[src/hw/rtl/s1a_pkg.sv]
// shared types, key codes and us-layout tables for the scancode translator
`timescale 1ns / 1ps
`default_nettype none

package s1a_pkg;

    localparam int unsigned SCAN_W  = 8;
    localparam int unsigned CHAR_W  = 7;
    localparam int unsigned MAP_AW  = 6;
    localparam int unsigned MAP_N   = 64;

    // set 1 make codes with special handling
    localparam logic [SCAN_W-2:0] KEY_LSHIFT   = 7'h2A;
    localparam logic [SCAN_W-2:0] KEY_RSHIFT   = 7'h36;
    localparam logic [SCAN_W-2:0] KEY_CAPSLOCK = 7'h3A;

    // bit position of the release flag
    localparam int unsigned REL_BIT = SCAN_W - 1;

    // ascii letter bounds and the case bit
    localparam logic [CHAR_W-1:0] CHR_LO_A = 7'h61;
    localparam logic [CHAR_W-1:0] CHR_LO_Z = 7'h7A;
    localparam int unsigned       CASE_BIT = 5;

    typedef logic [CHAR_W-1:0] t_char;

    // result of translating one item against the current flags
    typedef struct packed {
        logic  emit;
        t_char ch;
        logic  shift_nxt;
        logic  caps_nxt;
    } t_xlate;

    localparam t_char PLAIN_MAP [MAP_N] = '{
        7'h00, 7'h00, 7'h31, 7'h32, 7'h33, 7'h34, 7'h35, 7'h36,
        7'h37, 7'h38, 7'h39, 7'h30, 7'h2D, 7'h3D, 7'h08, 7'h09,
        7'h71, 7'h77, 7'h65, 7'h72, 7'h74, 7'h79, 7'h75, 7'h69,
        7'h6F, 7'h70, 7'h5B, 7'h5D, 7'h0A, 7'h00, 7'h61, 7'h73,
        7'h64, 7'h66, 7'h67, 7'h68, 7'h6A, 7'h6B, 7'h6C, 7'h3B,
        7'h27, 7'h60, 7'h00, 7'h5C, 7'h7A, 7'h78, 7'h63, 7'h76,
        7'h62, 7'h6E, 7'h6D, 7'h2C, 7'h2E, 7'h2F, 7'h00, 7'h2A,
        7'h00, 7'h20, 7'h00, 7'h00, 7'h00, 7'h00, 7'h00, 7'h00
    };

    localparam t_char UPPER_MAP [MAP_N] = '{
        7'h00, 7'h00, 7'h21, 7'h40, 7'h23, 7'h24, 7'h25, 7'h5E,
        7'h26, 7'h2A, 7'h28, 7'h29, 7'h5F, 7'h2B, 7'h08, 7'h09,
        7'h51, 7'h57, 7'h45, 7'h52, 7'h54, 7'h59, 7'h55, 7'h49,
        7'h4F, 7'h50, 7'h7B, 7'h7D, 7'h0A, 7'h00, 7'h41, 7'h53,
        7'h44, 7'h46, 7'h47, 7'h48, 7'h4A, 7'h4B, 7'h4C, 7'h3A,
        7'h22, 7'h7E, 7'h00, 7'h7C, 7'h5A, 7'h58, 7'h43, 7'h56,
        7'h42, 7'h4E, 7'h4D, 7'h3C, 7'h3E, 7'h3F, 7'h00, 7'h2A,
        7'h00, 7'h20, 7'h00, 7'h00, 7'h00, 7'h00, 7'h00, 7'h00
    };

endpackage

`default_nettype wire

[src/hw/rtl/s1a_xlate.sv]
// combinational translation of one scancode byte and flag update
`timescale 1ns / 1ps
`default_nettype none

module s1a_xlate (
    input  wire logic [s1a_pkg::SCAN_W-1:0] i_scan_byte,
    input  wire logic                       i_shift,
    input  wire logic                       i_caps,
    output s1a_pkg::t_xlate                 o_res
);

    logic [s1a_pkg::SCAN_W-2:0] key;
    logic                       is_shift;
    s1a_pkg::t_char             raw_ch;
    s1a_pkg::t_char             folded;

    assign key      = i_scan_byte[s1a_pkg::SCAN_W-2:0];
    assign is_shift = (key == s1a_pkg::KEY_LSHIFT) || (key == s1a_pkg::KEY_RSHIFT);

    // table pick by shift state
    assign raw_ch = i_shift ? s1a_pkg::UPPER_MAP[i_scan_byte[s1a_pkg::MAP_AW-1:0]]
                            : s1a_pkg::PLAIN_MAP[i_scan_byte[s1a_pkg::MAP_AW-1:0]];

    // letters only: lower-cased copy in range a..z means a letter of either case
    always_comb begin
        folded = raw_ch | s1a_pkg::CHAR_W'(1 << s1a_pkg::CASE_BIT);
    end

    always_comb begin
        o_res.emit      = 1'b0;
        o_res.ch        = raw_ch;
        o_res.shift_nxt = i_shift;
        o_res.caps_nxt  = i_caps;
        priority if (i_scan_byte[s1a_pkg::REL_BIT]) begin
            if (is_shift) begin
                o_res.shift_nxt = 1'b0;
            end
        end else if (is_shift) begin
            o_res.shift_nxt = 1'b1;
        end else if (key == s1a_pkg::KEY_CAPSLOCK) begin
            o_res.caps_nxt = ~i_caps;
        end else if (i_scan_byte[s1a_pkg::MAP_AW]) begin
            o_res.emit = 1'b0;
        end else begin
            o_res.emit = (raw_ch != '0);
            if (i_caps && (folded >= s1a_pkg::CHR_LO_A) && (folded <= s1a_pkg::CHR_LO_Z)) begin
                o_res.ch = raw_ch ^ s1a_pkg::CHAR_W'(1 << s1a_pkg::CASE_BIT);
            end
        end
    end

endmodule

`default_nettype wire

[src/hw/rtl/scancode_set1_to_ascii.sv]
// top level: scancode set 1 to ascii translator, us layout
`timescale 1ns / 1ps
`default_nettype none

// usage
//   input channel: i_valid / o_stall / i_scan_byte, one raw set 1 byte per item
//   output channel: o_valid / i_stall / o_ascii_char, zero or one char per input item
//   an item is taken on a rising edge with valid high and stall low
// structure
//   input register -> table lookup and flag update -> result register
//   shift and caps lock flags update as an item leaves the input register
// flow
//   a byte taken goes to the input register; its char, if any, is loaded into
//   the result register when the item advances, which a stalled result delays
// throughput
//   one item per cycle if unstalled, set by the single lookup stage between registers
// reset
//   synchronous, active low; both stages empty, shift and caps lock off
// stall
//   a stalled result holds; the input register keeps filling behind it and
//   o_stall rises only once both stages hold an item that cannot move
module scancode_set1_to_ascii (
    input  wire logic                          i_clk,
    input  wire logic                          i_rst_n,
    input  wire logic                          i_valid,
    output logic                               o_stall,
    input  wire logic [s1a_pkg::SCAN_W-1:0]    i_scan_byte,
    output logic                               o_valid,
    input  wire logic                          i_stall,
    output logic      [s1a_pkg::CHAR_W-1:0]    o_ascii_char
);

    // input stage
    logic                       r_in_valid;
    logic [s1a_pkg::SCAN_W-1:0] r_in_byte;

    // keyboard flags
    logic r_shift;
    logic r_caps;

    // result stage
    logic           r_out_valid;
    s1a_pkg::t_char r_out_char;

    s1a_pkg::t_xlate xl;
    logic            out_ready;
    logic            advance;
    logic            in_take;

    // result register can load when empty or when its item leaves now
    assign out_ready = !r_out_valid || !i_stall;
    // item in the input register is translated and retired this cycle
    assign advance   = r_in_valid && out_ready;
    assign o_stall   = r_in_valid && !out_ready;
    assign in_take   = i_valid && !o_stall;

    s1a_xlate u_xlate (
        .i_scan_byte (r_in_byte),
        .i_shift     (r_shift),
        .i_caps      (r_caps),
        .o_res       (xl)
    );

    always_ff @(posedge i_clk) begin
        if (!i_rst_n) begin
            r_in_valid  <= 1'b0;
            r_out_valid <= 1'b0;
            r_shift     <= 1'b0;
            r_caps      <= 1'b0;
        end else begin
            if (!o_stall) begin
                r_in_valid <= i_valid;
            end
            if (out_ready) begin
                r_out_valid <= advance && xl.emit;
            end
            if (advance) begin
                r_shift <= xl.shift_nxt;
                r_caps  <= xl.caps_nxt;
            end
        end
    end

    // payload registers, no reset
    always_ff @(posedge i_clk) begin
        if (in_take) begin
            r_in_byte <= i_scan_byte;
        end
        if (advance && xl.emit) begin
            r_out_char <= xl.ch;
        end
    end

    assign o_valid      = r_out_valid;
    assign o_ascii_char = r_out_char;

`ifndef SYNTH
    // a delivered char is never the empty table entry
    a_no_zero_char : assert property (@(posedge i_clk) disable iff (!i_rst_n)
        r_out_valid |-> (r_out_char != '0))
        else $error("result register holds a zero char");

    // a release byte never produces a char
    a_release_silent : assert property (@(posedge i_clk) disable iff (!i_rst_n)
        (advance && r_in_byte[s1a_pkg::REL_BIT]) |=> !r_out_valid)
        else $error("release byte produced a char");

    // shift press sets the shift flag
    a_shift_set : assert property (@(posedge i_clk) disable iff (!i_rst_n)
        (advance && !r_in_byte[s1a_pkg::REL_BIT]
         && (r_in_byte[s1a_pkg::SCAN_W-2:0] == s1a_pkg::KEY_LSHIFT
             || r_in_byte[s1a_pkg::SCAN_W-2:0] == s1a_pkg::KEY_RSHIFT))
        |=> r_shift)
        else $error("shift press did not set shift flag");

    // caps lock press toggles the caps flag
    a_caps_toggle : assert property (@(posedge i_clk) disable iff (!i_rst_n)
        (advance && !r_in_byte[s1a_pkg::REL_BIT]
         && r_in_byte[s1a_pkg::SCAN_W-2:0] == s1a_pkg::KEY_CAPSLOCK)
        |=> (r_caps != $past(r_caps)))
        else $error("caps lock press did not toggle caps flag");

    // flags only move when an item retires
    a_flags_hold : assert property (@(posedge i_clk) disable iff (!i_rst_n)
        !advance |=> ($stable(r_shift) && $stable(r_caps)))
        else $error("keyboard flags changed without an item");
`endif

endmodule

`default_nettype wire

[config.mk]
export PLATFORM = sky130hd
export DESIGN_NAME = scancode_set1_to_ascii
export DESIGN_NICKNAME = d
export VERILOG_FILES = /design/src/hw/rtl/s1a_pkg.sv /design/src/hw/rtl/s1a_xlate.sv /design/src/hw/rtl/scancode_set1_to_ascii.sv
export SDC_FILE = /design/constraint.sdc
export NUM_CORES = 1
export LEC_CHECK = 0
export ABC_AREA = 1
export BUFFER_PORTS_ARGS = -buffer_cell sky130_fd_sc_hd__buf_2
export CORE_MARGIN = 4
export CORE_UTILIZATION = 30
export CTS_BUF_LIST = sky130_fd_sc_hd__clkbuf_4 sky130_fd_sc_hd__clkbuf_8 sky130_fd_sc_hd__clkbuf_16
export DETAILED_ROUTE_END_ITERATION = 6
export GPL_TIMING_DRIVEN = 0
export HOLD_SLACK_MARGIN = 0.02
export PLACE_DENSITY_LB_ADDON = 0.15
export SETUP_SLACK_MARGIN = 0.15
export SYNTH_ARGS = -nofsm -noshare
export SYNTH_HDL_FRONTEND = slang
export SYNTH_SLANG_ARGS = --single-unit
[constraint.sdc]
create_clock -name i_clk -period 2.9 [get_ports i_clk]
set_clock_uncertainty 0.15 [all_clocks]
set_input_delay 0.29 -clock i_clk [delete_from_list [all_inputs] [get_ports i_clk]]
set_output_delay 0.29 -clock i_clk [all_outputs]
set_load 0.02 [all_outputs]
* Word level (Yosys, flattened, before mapping)
Memories as Yosys holds them, arrays and structs flattened.
Cells that the tools add are included.
** Operators by class
- Mux-type cells :: 14
- $lt $le $gt $ge :: 3
- Bitwise logic cells :: 5
- Equal/unequal tests :: 3
- Reduce and logical (&&, ||, !) cells :: 15
** Operators with widths (number)
- 7-bit two-way mux :: 5
- 8-bit two-way mux :: 3
- 7-bit by 6-bit equality test with 1-bit output, second input constant :: 3
- 7-bit greater-or-equal comparator, second input constant :: 2
- 6-bit two-way mux :: 2
- 7-bit less-or-equal comparator, second input constant :: 1
- 6-bit inverter with 7-bit output :: 1
- 7-bit nonzero test :: 1
- 1-bit logical AND :: 6
- 1-bit zero test :: 4
- 1-bit two-way mux :: 4
- 1-bit inverter :: 4
- 4-bit AND reduction :: 1
- 1-bit logical OR :: 2
- 2-bit AND reduction :: 1
** Storage, ports and cells
- Bits of input ports :: 12
- ROM bits :: 896
- Logic and storage cells :: 48
- Memories :: 2
- Output and inout bits :: 9
- Bits in registers :: 19
** Memory list
- (no name shown) :: words 64, bits a word 7, read ports 1, clocked after memory_dff 0, wr ports 0, line s1a_xlate.sv:22 : : s1a_pkg::PLAIN_MAP[i_scan_byte[s1a_pkg::MAP_AW-1:0]];
- (no name shown) :: words 64, bits a word 7, read ports 1, clocked after memory_dff 0, wr ports 0, line s1a_xlate.sv:21 : assign raw_ch = i_shift ? s1a_pkg::UPPER_MAP[i_scan_byte[s1a_pkg::MAP_AW-1:0]]

* Logic depth before layout (Yosys ltp)
Gate-level depths: netlist of the first run.
- Depth in word-level cells :: 14
- Mapped depth :: 17

* Modules after synthesis
From an unflattened synthesis of the first run, not the netlist that was laid out.
** Second synthesis, totals
- Cell total of the unflattened synthesis :: 306
- Area, all modules :: 1966.9 µm²
** By module, submodules not included
- s1a_xlate :: times used 1, cells an instance 263, seq. area each 0.0 µm², area an instance 1331.3 µm²
- scancode_set1_to_ascii :: times used 1, cells an instance 43, seq. area each 530.5 µm², area an instance 635.6 µm²

* Worst setup path before layout of the first run
Ideal clock, no wire load.
- Path kind :: reg2reg
- Start point :: reg r_in_byte[1] in the netlist's numbering
- End point :: reg r_out_char[0], in the netlist o_ascii_char[0] (enable)
- Arrival time :: 2055 ps
- Library setup time :: 319 ps
- Slack :: 376 ps
- Stages on the path, launching flop included :: 17
- Required time :: 2431 ps
- Cell sequence :: edfxtp_1 -> buf_2 -> inv_1 -> ha_1 -> inv_1 -> nand2_1 -> nand2_1 -> nand2_1 -> nor2_1 -> nor2_1 -> nor2_1 -> nand2_1 -> nand2_1 -> nor2_1 -> nand2_1 -> nand2_1 -> inv_1
** On the way
- Word-level cells in the longest chain between the ends :: 11
- Elaborated cells on any way between the ends :: 18
- Those cells by class :: eq/ne: 3; mux: 9; bitwise: 1; reduce/logical: 3; memory: 2
** Ends and longest elaborated chain
- start: declaration :: line scancode_set1_to_ascii.sv:35 : logic [s1a_pkg::SCAN_W-1:0] r_in_byte;
- start signal: assignment :: line scancode_set1_to_ascii.sv:87 : r_in_byte <= i_scan_byte;
- 6-bit inverter with 7-bit output (not written as such) :: line s1a_xlate.sv:21, s1a_xlate.sv:22
- memory 64 x 7 bit (on tied branches)
- 7-bit two-way mux (on tied branches) (2 in a row) :: line s1a_xlate.sv:22, s1a_xlate.sv:21
- 7-bit two-way mux :: line s1a_xlate.sv:21
- 7-bit nonzero test :: line s1a_xlate.sv:45 : o_res.emit = (raw_ch != '0);
- 1-bit two-way mux :: line s1a_xlate.sv:42 : end else if (i_scan_byte[s1a_pkg::MAP_AW]) begin
- 8-bit two-way mux :: line s1a_xlate.sv:40 : end else if (key == s1a_pkg::KEY_CAPSLOCK) begin
- 8-bit two-way mux (*) :: line s1a_xlate.sv:38 : end else if (is_shift) begin
- 8-bit two-way mux (*) :: line s1a_xlate.sv:34 : priority if (i_scan_byte[s1a_pkg::REL_BIT]) begin
- 1-bit logical AND (*) :: line scancode_set1_to_ascii.sv:89 : if (advance && xl.emit) begin
- end signal: assignment :: line scancode_set1_to_ascii.sv:90 : r_out_char <= xl.ch;
- end: declaration :: line scancode_set1_to_ascii.sv:43 : s1a_pkg::t_char r_out_char;
Mark *: on every way between the ends. The rest lies on a longest branch, timed or not. The select of a mux whose other input is x is not followed.
A chain may end at the register's enable or synchronous reset.

* Worst setup path in the final report of the first run
- Start point :: reg r_in_byte[1] in the netlist's numbering
- End point :: reg r_out_char[3], in the netlist o_ascii_char[3] (enable)
Same word-level chain as after synthesis.

==> results.ini, run 1 <==
[floorplan]
die_area_um2 = 7630
die_x_um = 87.3
core_um2 = 6030
start_util_pct = 31.3
rows = 28
pin_count = 21
die_h_um = 87.3

[timing]
fin_crit_ps = 2550
rsz0062_at_grt = no
hold_viol = 0
max_freq_mhz = 393
tns_ps = 0
finalCritPeriodShare_pct = 87.8
slew_viol_final = 0
relSlewSlack_pct = 68.3
setup_viol = 0
worstMarginPinSlew_ps = 474

[setup_path]
endpoint_kind = flop
critPathKind = flop to flop
cp_max_fo = 8
start_kind = flop
reg2reg_depth = 14
worstPathRequired_ps = 2730
arrival_ps = 2370

[synth]
synth_edf_count = 15
synth_flop_cell = edfxtp_1
syn_avg_cell_area_um2 = 6.19
ys_seq_area_share_pct = 28.1
async_flop_share_pct = 0
synthDistinctLibCells = 24
yosys_warnings = 0
synth.most_common_cell = nand2_1
synth_top_cell_area_share_pct = 23.9
synth_largest_area_cell = edfxtp_1
synth_area_leaders = edfxtp_1 (24%), nand2_1 (22%), nand3_1 (10%), ha_1 (9.3%), nor2_1 (6.6%)
netlist_instances = 305
ys_top_cells_by_count = nand2_1 (113), nand3_1 (38), nor2_1 (33)
synth-seq-cells = 19
syn_area_um2 = 1890
syn-num-nets = 331

[clock_tree]
cts_made_buffers = 3
htreeDepth = 1
clock-sinks = 19
path_clk_slew_ps = 70
clock_latency_ps = 260
root_buffer = clkbuf_8
cts_tree = done
cts_buffer_depth = 2
holdBufCountCts = 0

[pwr]
pwr-share-comb_pct = 31.4
switchingPower_uw = 249
clkPwrFrac_pct = 25.8
power_density_nw_per_um2 = 331
peakVddDrop_mv = 0.172
p_int_uw = 482
p_leak_uw = 0.00112
seqPwrFrac_pct = 42.9
switching_share_pct = 34.1

[global_route]
grt.overflow.total = 0
grt_pass1_wl_mm = 9.49
antenna_found_initial = 0
first_global_vias = 1945
grt_use_total_pct = 15.8
grt_max_degree = 13

[hold_path]
hp-class = input pin to flop
hold_depth = 1

[cells_and_area]
nets = 361
diodes = 0
drive_above_1_share_pct = 16.2
fin_cells = 409
fin_util_pct = 36.6
finalInstanceArea_um2 = 2210
areaGrowthSynthToFinish_pct = 16.8

[route]
drt_wl_total_mm = 5.82
first_pass_iters = 4
drtAntennaViolNets = 0
via_per_inst = 4.97
first_iter_violations = 173
drc_errors = 0
wl_per_cell_um = 14.2
vias = 2031

[placed_design]
gp_congestion = 0.922
place_inst = 400
hpwl_mm = 4.38
postPlaceCellArea_um2 = 2080
portBuffers = 20

[status]
status = completed

[flow_run]
cap_violations = 0

cell usage in the layout (no fill, tap or decap), types with 2 or more instances in the layout:
| cell type | netlist | final |
|---|---|---|
| a21oi_1 | 18 | 18 |
| buf_2 | 9 | 28 |
| buf_4 | 2 | 6 |
| buf_6 | 2 | 3 |
| clkbuf_8 | 0 | 3 |
| dfxtp_1 | 4 | 4 |
| edfxtp_1 | 15 | 15 |
| ha_1 | 14 | 12 |
| inv_1 | 29 | 26 |
| inv_2 | 2 | 3 |
| nand2_1 | 113 | 113 |
| nand3_1 | 38 | 38 |
| nand4_1 | 5 | 5 |
| nor2_1 | 33 | 33 |
| nor2_2 | 2 | 2 |
| nor3_1 | 3 | 3 |
| o21ai_0 | 7 | 7 |
| o21ai_1 | 2 | 2 |
metrics by stage:
step / total power (uW) / setup slack [ps] / hold WS (ps)
after floorplan: 473 / 376 / 239
after global placement: 534 / -105 / 303
after detailed placement: 532 / -119 / 292
after CTS: 731 / 231 / 50.8
after global routing: 781 / 157 / 38.6
final: 731 / 354 / 50.0
final cells by class:
class / instances / area [um^2]
well taps: 75 / 93.8
clock inverters: 1 / 5.00
repair buffers: 25 / 150
multi-input cells: 242 / 1170
clock buffers: 3 / 41.3
flip-flops and latches: 19 / 531
inverters: 31 / 123
plain buffers: 13 / 88.8
fillers: 669 / 3820
registers in the layout, indices dropped and copies added (netlist names):
signal	flops
r_in_byte	8
r_in_valid	1
o_valid	1
r_caps	1
o_ascii_char	7
r_shift	1
critical path, cell delays in order, from the launching register on:
cell and delay, ps:
edfxtp_1 400, buf_6 170, clkinvlp_4 170, buf_12 170, ha_1 180, or2_2 280
o21ai_0 80, o21bai_1 90, nand3_1 80, nand2_1 100, nand2_1 80, nor2_1 40
nand2_1 50, nand2_1 100, inv_4 120
power by group through the flow:
stage          Sequential, uW  Combinational (uW)  Clock (uW)
2_1_floorplan             323                 150           0
3_3_place_gp              322                 212           0
3_5_place_dp              323                 209           0
4_1_cts                   313                 222         195
5_1_grt                   314                 257         210
6_report                  313                 229         188
metal layers:
layer	up-vias	wire, um	track usage (%)
met2	72	2730	26.8
met4	0	61	3.77
li1	1041	-	-
met3	8	368	2.84
met5	-	0	0
met1	910	2660	20.7
logic make-up after synthesis:
kind of cell	after synthesis	synth area share (%)
DFF	19	28.1
buffers and inverters	44	10.5
AOI/OAI and AO/OA	30	8.42
and+or+nand+nor	198	43.7
adders and majority gates	14	9.28
final timing paths:
path / start / endpoint / slack [ps]
min: i_scan_byte[0] / r_in_byte[0] / 50
max: r_in_byte[1] / o_ascii_char[3] / 350
max reg2reg: r_in_byte[1] / o_ascii_char[3] / 350
min reg2reg: r_in_byte[7] / r_shift / 300
what timing repair did:
item                                    CTS  global route
resized for setup                         2             7
endpoints found under the setup margin    8             8
buffers inserted                          5             0
Note: power is estimated with default switching activity, not from simulation.
==> inputs of run 2 (changes only) <==
--- a/config.mk
+++ b/config.mk
@@ -5,7 +5,6 @@
 export SDC_FILE = /design/constraint.sdc
 export NUM_CORES = 1
 export LEC_CHECK = 0
-export ABC_AREA = 1
 export BUFFER_PORTS_ARGS = -buffer_cell sky130_fd_sc_hd__buf_2
 export CORE_MARGIN = 4
 export CORE_UTILIZATION = 30
==> run 2 against run 1 <==
  * The run now ends with setup timing left
  * First-iteration DRC count up 29%
  * Die area up 2.9%
  * Via count up 0.69%
  * Synthesized cell count down 27%
  * Critical endpoint is now o_ascii_char[1]
  * Largest power group unchanged
  * Highest routed layer unchanged
==> results.ini, run 2 <==
[status]
status = finished, violations left
violations = setup timing

[setup_path]
r2r_setup_slack_ps = -50  ; -410 ps
rr_endpoint = o_ascii_char[1]
reg2reg_depth = 11  ; -3
crit_start = r_in_byte[1]
crit_path_top_delay_cell = edfxtp_1
start_kind = flop
path_cells = buf_4 -> ha_1 -> clkbuf_2 -> and2_1 -> o32ai_1 -> a311oi_1 -> and3_1 -> nand4b_1 -> nor3_4 -> nor3b_4 -> buf_6
slowest_delay_ps = 440  ; +40 ps
critPathKind = flop to flop
cp_max_fo = 10  ; +2
arrival_ps = 2830  ; +460 ps
worstPathRequired_ps = 2780  ; +50 ps
r2r-start = r_in_byte[1]
endpoint_kind = flop

[floorplan]
die_area_um2 = 7850  ; +2.9%
die_h_um = 88.6  ; +1.4%
rows = 29  ; +3.6%
core_um2 = 6310  ; +4.8%
start_util_pct = 30.9  ; -0.48 points
die_x_um = 88.6  ; +1.4%
pin_count = 21  ; unchanged

[placed_design]
hpwl_mm = 4.47  ; +2.0%
place_inst = 319  ; -20%
post-place-ws_ps = -483  ; -365 ps
gp_congestion = 0.891  ; -3.3%
portBuffers = 20  ; unchanged

[cells_and_area]
diodes = 0  ; unchanged
areaGrowthSynthToFinish_pct = 36.4
layout_common_cells = buf_2 (28), buf_4 (26), nand2_1 (16)
seqCellArea_um2 = 531  ; unchanged
multiInputGateArea_um2 = 1420  ; +21%
nFillCells = 638  ; -4.6%
drive_above_1_share_pct = 38.5  ; +22 points
nets = 302  ; -16%
largest-register = r_in_byte
layout_commonest_cell = buf_2
largest_reg_flops = 8  ; unchanged
fin_cells = 352  ; -14%

[synth]
synth_edf_count = 15  ; unchanged
async_flop_share_pct = 0  ; unchanged
synthDistinctLibCells = 64  ; +170%
synth.most_common_cell = nand2_1
ys_top_cells_by_count = nand2_1 (16), edfxtp_1 (15), ha_1 (14)
netlist_instances = 222  ; -27%
synth_largest_area_cell = edfxtp_1
synth_top_cell_area_share_pct = 23.1  ; -0.74 points
syn_avg_cell_area_um2 = 8.78  ; +42%
syn_area_um2 = 1950  ; +3.2%
syn-num-nets = 248  ; -25%
yosys_warnings = 0  ; unchanged
synth-seq-cells = 19  ; unchanged
synth_area_leaders = edfxtp_1 (23%), ha_1 (9.0%), dfxtp_1 (4.1%), nor2b_1 (3.9%), mux2i_1 (3.1%)
ys_seq_area_share_pct = 27.2  ; -0.87 points
synth_flop_cell = edfxtp_1

[clock_tree]
path_clk_slew_ps = 80  ; about the same
cts_tree = done
clock-sinks = 19  ; unchanged
htreeDepth = 1  ; unchanged
root_buffer = clkbuf_8
cts_buffer_depth = 2  ; unchanged
clock_latency_ps = 260  ; about the same
cts_made_buffers = 3  ; unchanged

[timing]
tns_ps = -380  ; -380 ps
relSlewSlack_pct = 59.5  ; -8.7 points
finalCritPeriodShare_pct = 102  ; +14 points
worstMarginPinSlew_ps = 606  ; +132 ps
hold_viol = 0  ; unchanged
slew_viol_final = 0  ; unchanged
fin_ws_ps = -54.5  ; -409 ps
rsz0062_at_grt = yes
setup_viol = 7  ; +7
whs_ps = 48.7  ; -1.27 ps
fin_crit_ps = 2950  ; +409 ps
max_freq_mhz = 338  ; -14%

[route]
first_iter_violations = 223  ; +29%
via_per_inst = 5.81  ; +17%
wl_per_cell_um = 18.0  ; +26%
drt_wl_total_mm = 6.32  ; +8.6%
drtAntennaViolNets = 0  ; unchanged
first_pass_iters = 5  ; +1
vias = 2045  ; +0.69%
drc_errors = 0  ; unchanged

[hold_path]
min-delay-start = i_scan_byte[4]
hold_depth = 1  ; unchanged
hp-class = input pin to flop
hold_end = r_in_byte[4]

[global_route]
grt_use_total_pct = 16.9  ; +1.1 points
first_global_vias = 1919  ; -1.3%
grt_pass1_wl_mm = 10.2  ; +7.9%
grt_max_degree = 13  ; unchanged
antenna_found_initial = 0  ; unchanged
grt.overflow.total = 0  ; unchanged

[pwr]
power_density_nw_per_um2 = 303  ; -8.4%
clkPwrFrac_pct = 23.6  ; -2.2 points
switchingPower_uw = 265  ; +6.2%
peakVddDrop_mv = 0.240  ; +40%
switching_share_pct = 32.8  ; -1.2 points
seqPwrFrac_pct = 39.0  ; -3.9 points
pwr-share-comb_pct = 37.4  ; +6.0 points
p_leak_uw = 0.00105  ; -5.9%
p_int_uw = 541  ; +12%

[flow_run]
cap_violations = 0  ; unchanged

## run 2: cells by family after synthesis
| group | Yosys count | share of synthesized area [%] |
|---|---|---|
| DFF | 19 | 27.2 |
| xor gates and xnor gates | 4 | 1.80 |
| buffers and inverters | 31 | 9.51 |
| AOI/OAI and AO/OA | 65 | 24.7 |
| muxes | 9 | 4.82 |
| and+or+nand+nor | 80 | 23.0 |
| adders and majority gates | 14 | 8.99 |
## run 2: critical path, delay by kind of cell, from the launching register on
family | cells | cell delay [ps]
and+or+nand+nor | 5 | 1000
AOI/OAI and AO/OA | 2 | 410
DFF | 1 | 440
adders and majority gates | 1 | 180
buffers and inverters | 3 | 530
## run 2: routing by layer
layer | wire length [um] | global-route usage [%] | vias to the layer above
met5 | 0 | 0 | -
met4 | 215 | 5.91 | 0
met2 | 2990 | 26.8 | 110
met3 | 417 | 2.42 | 28
met1 | 2700 | 23.3 | 967
li1 | - | - | 940
## run 2: per-stage QoR
step / area (um^2) / utilization (%) / power (uW)
4_1_cts: 2600 / 41.2 / 799
2_1_floorplan: 2000 / - / 484
3_5_place_dp: 2190 / 34.8 / 547
3_3_place_gp: 2190 / 34.8 / 553
5_1_grt: 2660 / 42.1 / 849
6_report: 2660 / 42.1 / 806
## run 2: cell type report
type,count,area share (%)
Sequential cell,19,20.0
Tap cell,77,3.63
Buffer,19,6.08
Inverter,12,2.07
Multi-Input combinational cell,172,53.6
Timing Repair Buffer,49,12.9
Clock buffer,3,1.55
Clock inverter,1,0.283
## run 2: timing repair
item,in CTS,in global routing
buffers inserted,26,3
endpoints found under the setup margin,9,9
pin swaps,12,8
gates resized for setup,28,7
hold buffers,0,0
## run 2: how the worst max path moves through the flow
stage,depth (start not counted),slack (ps),to
5_1_grt,12,-190,o_ascii_char[5]
3_5_place_dp,10,-480,o_ascii_char[0]
2_1_floorplan,10,110,o_ascii_char[0]
3_3_place_gp,10,-520,o_ascii_char[0]
6_report,11,-50,o_ascii_char[1]
4_1_cts,11,-40,o_ascii_char[0]
## run 2: power groups by stage
stage               Sequential (uW)  Clock [uW]  Combinational, uW
floorplan                       323           0                161
global placement                323           0                230
detailed placement              322           0                224
CTS                             314         199                286
global route                    316         211                322
finish                          314         190                301
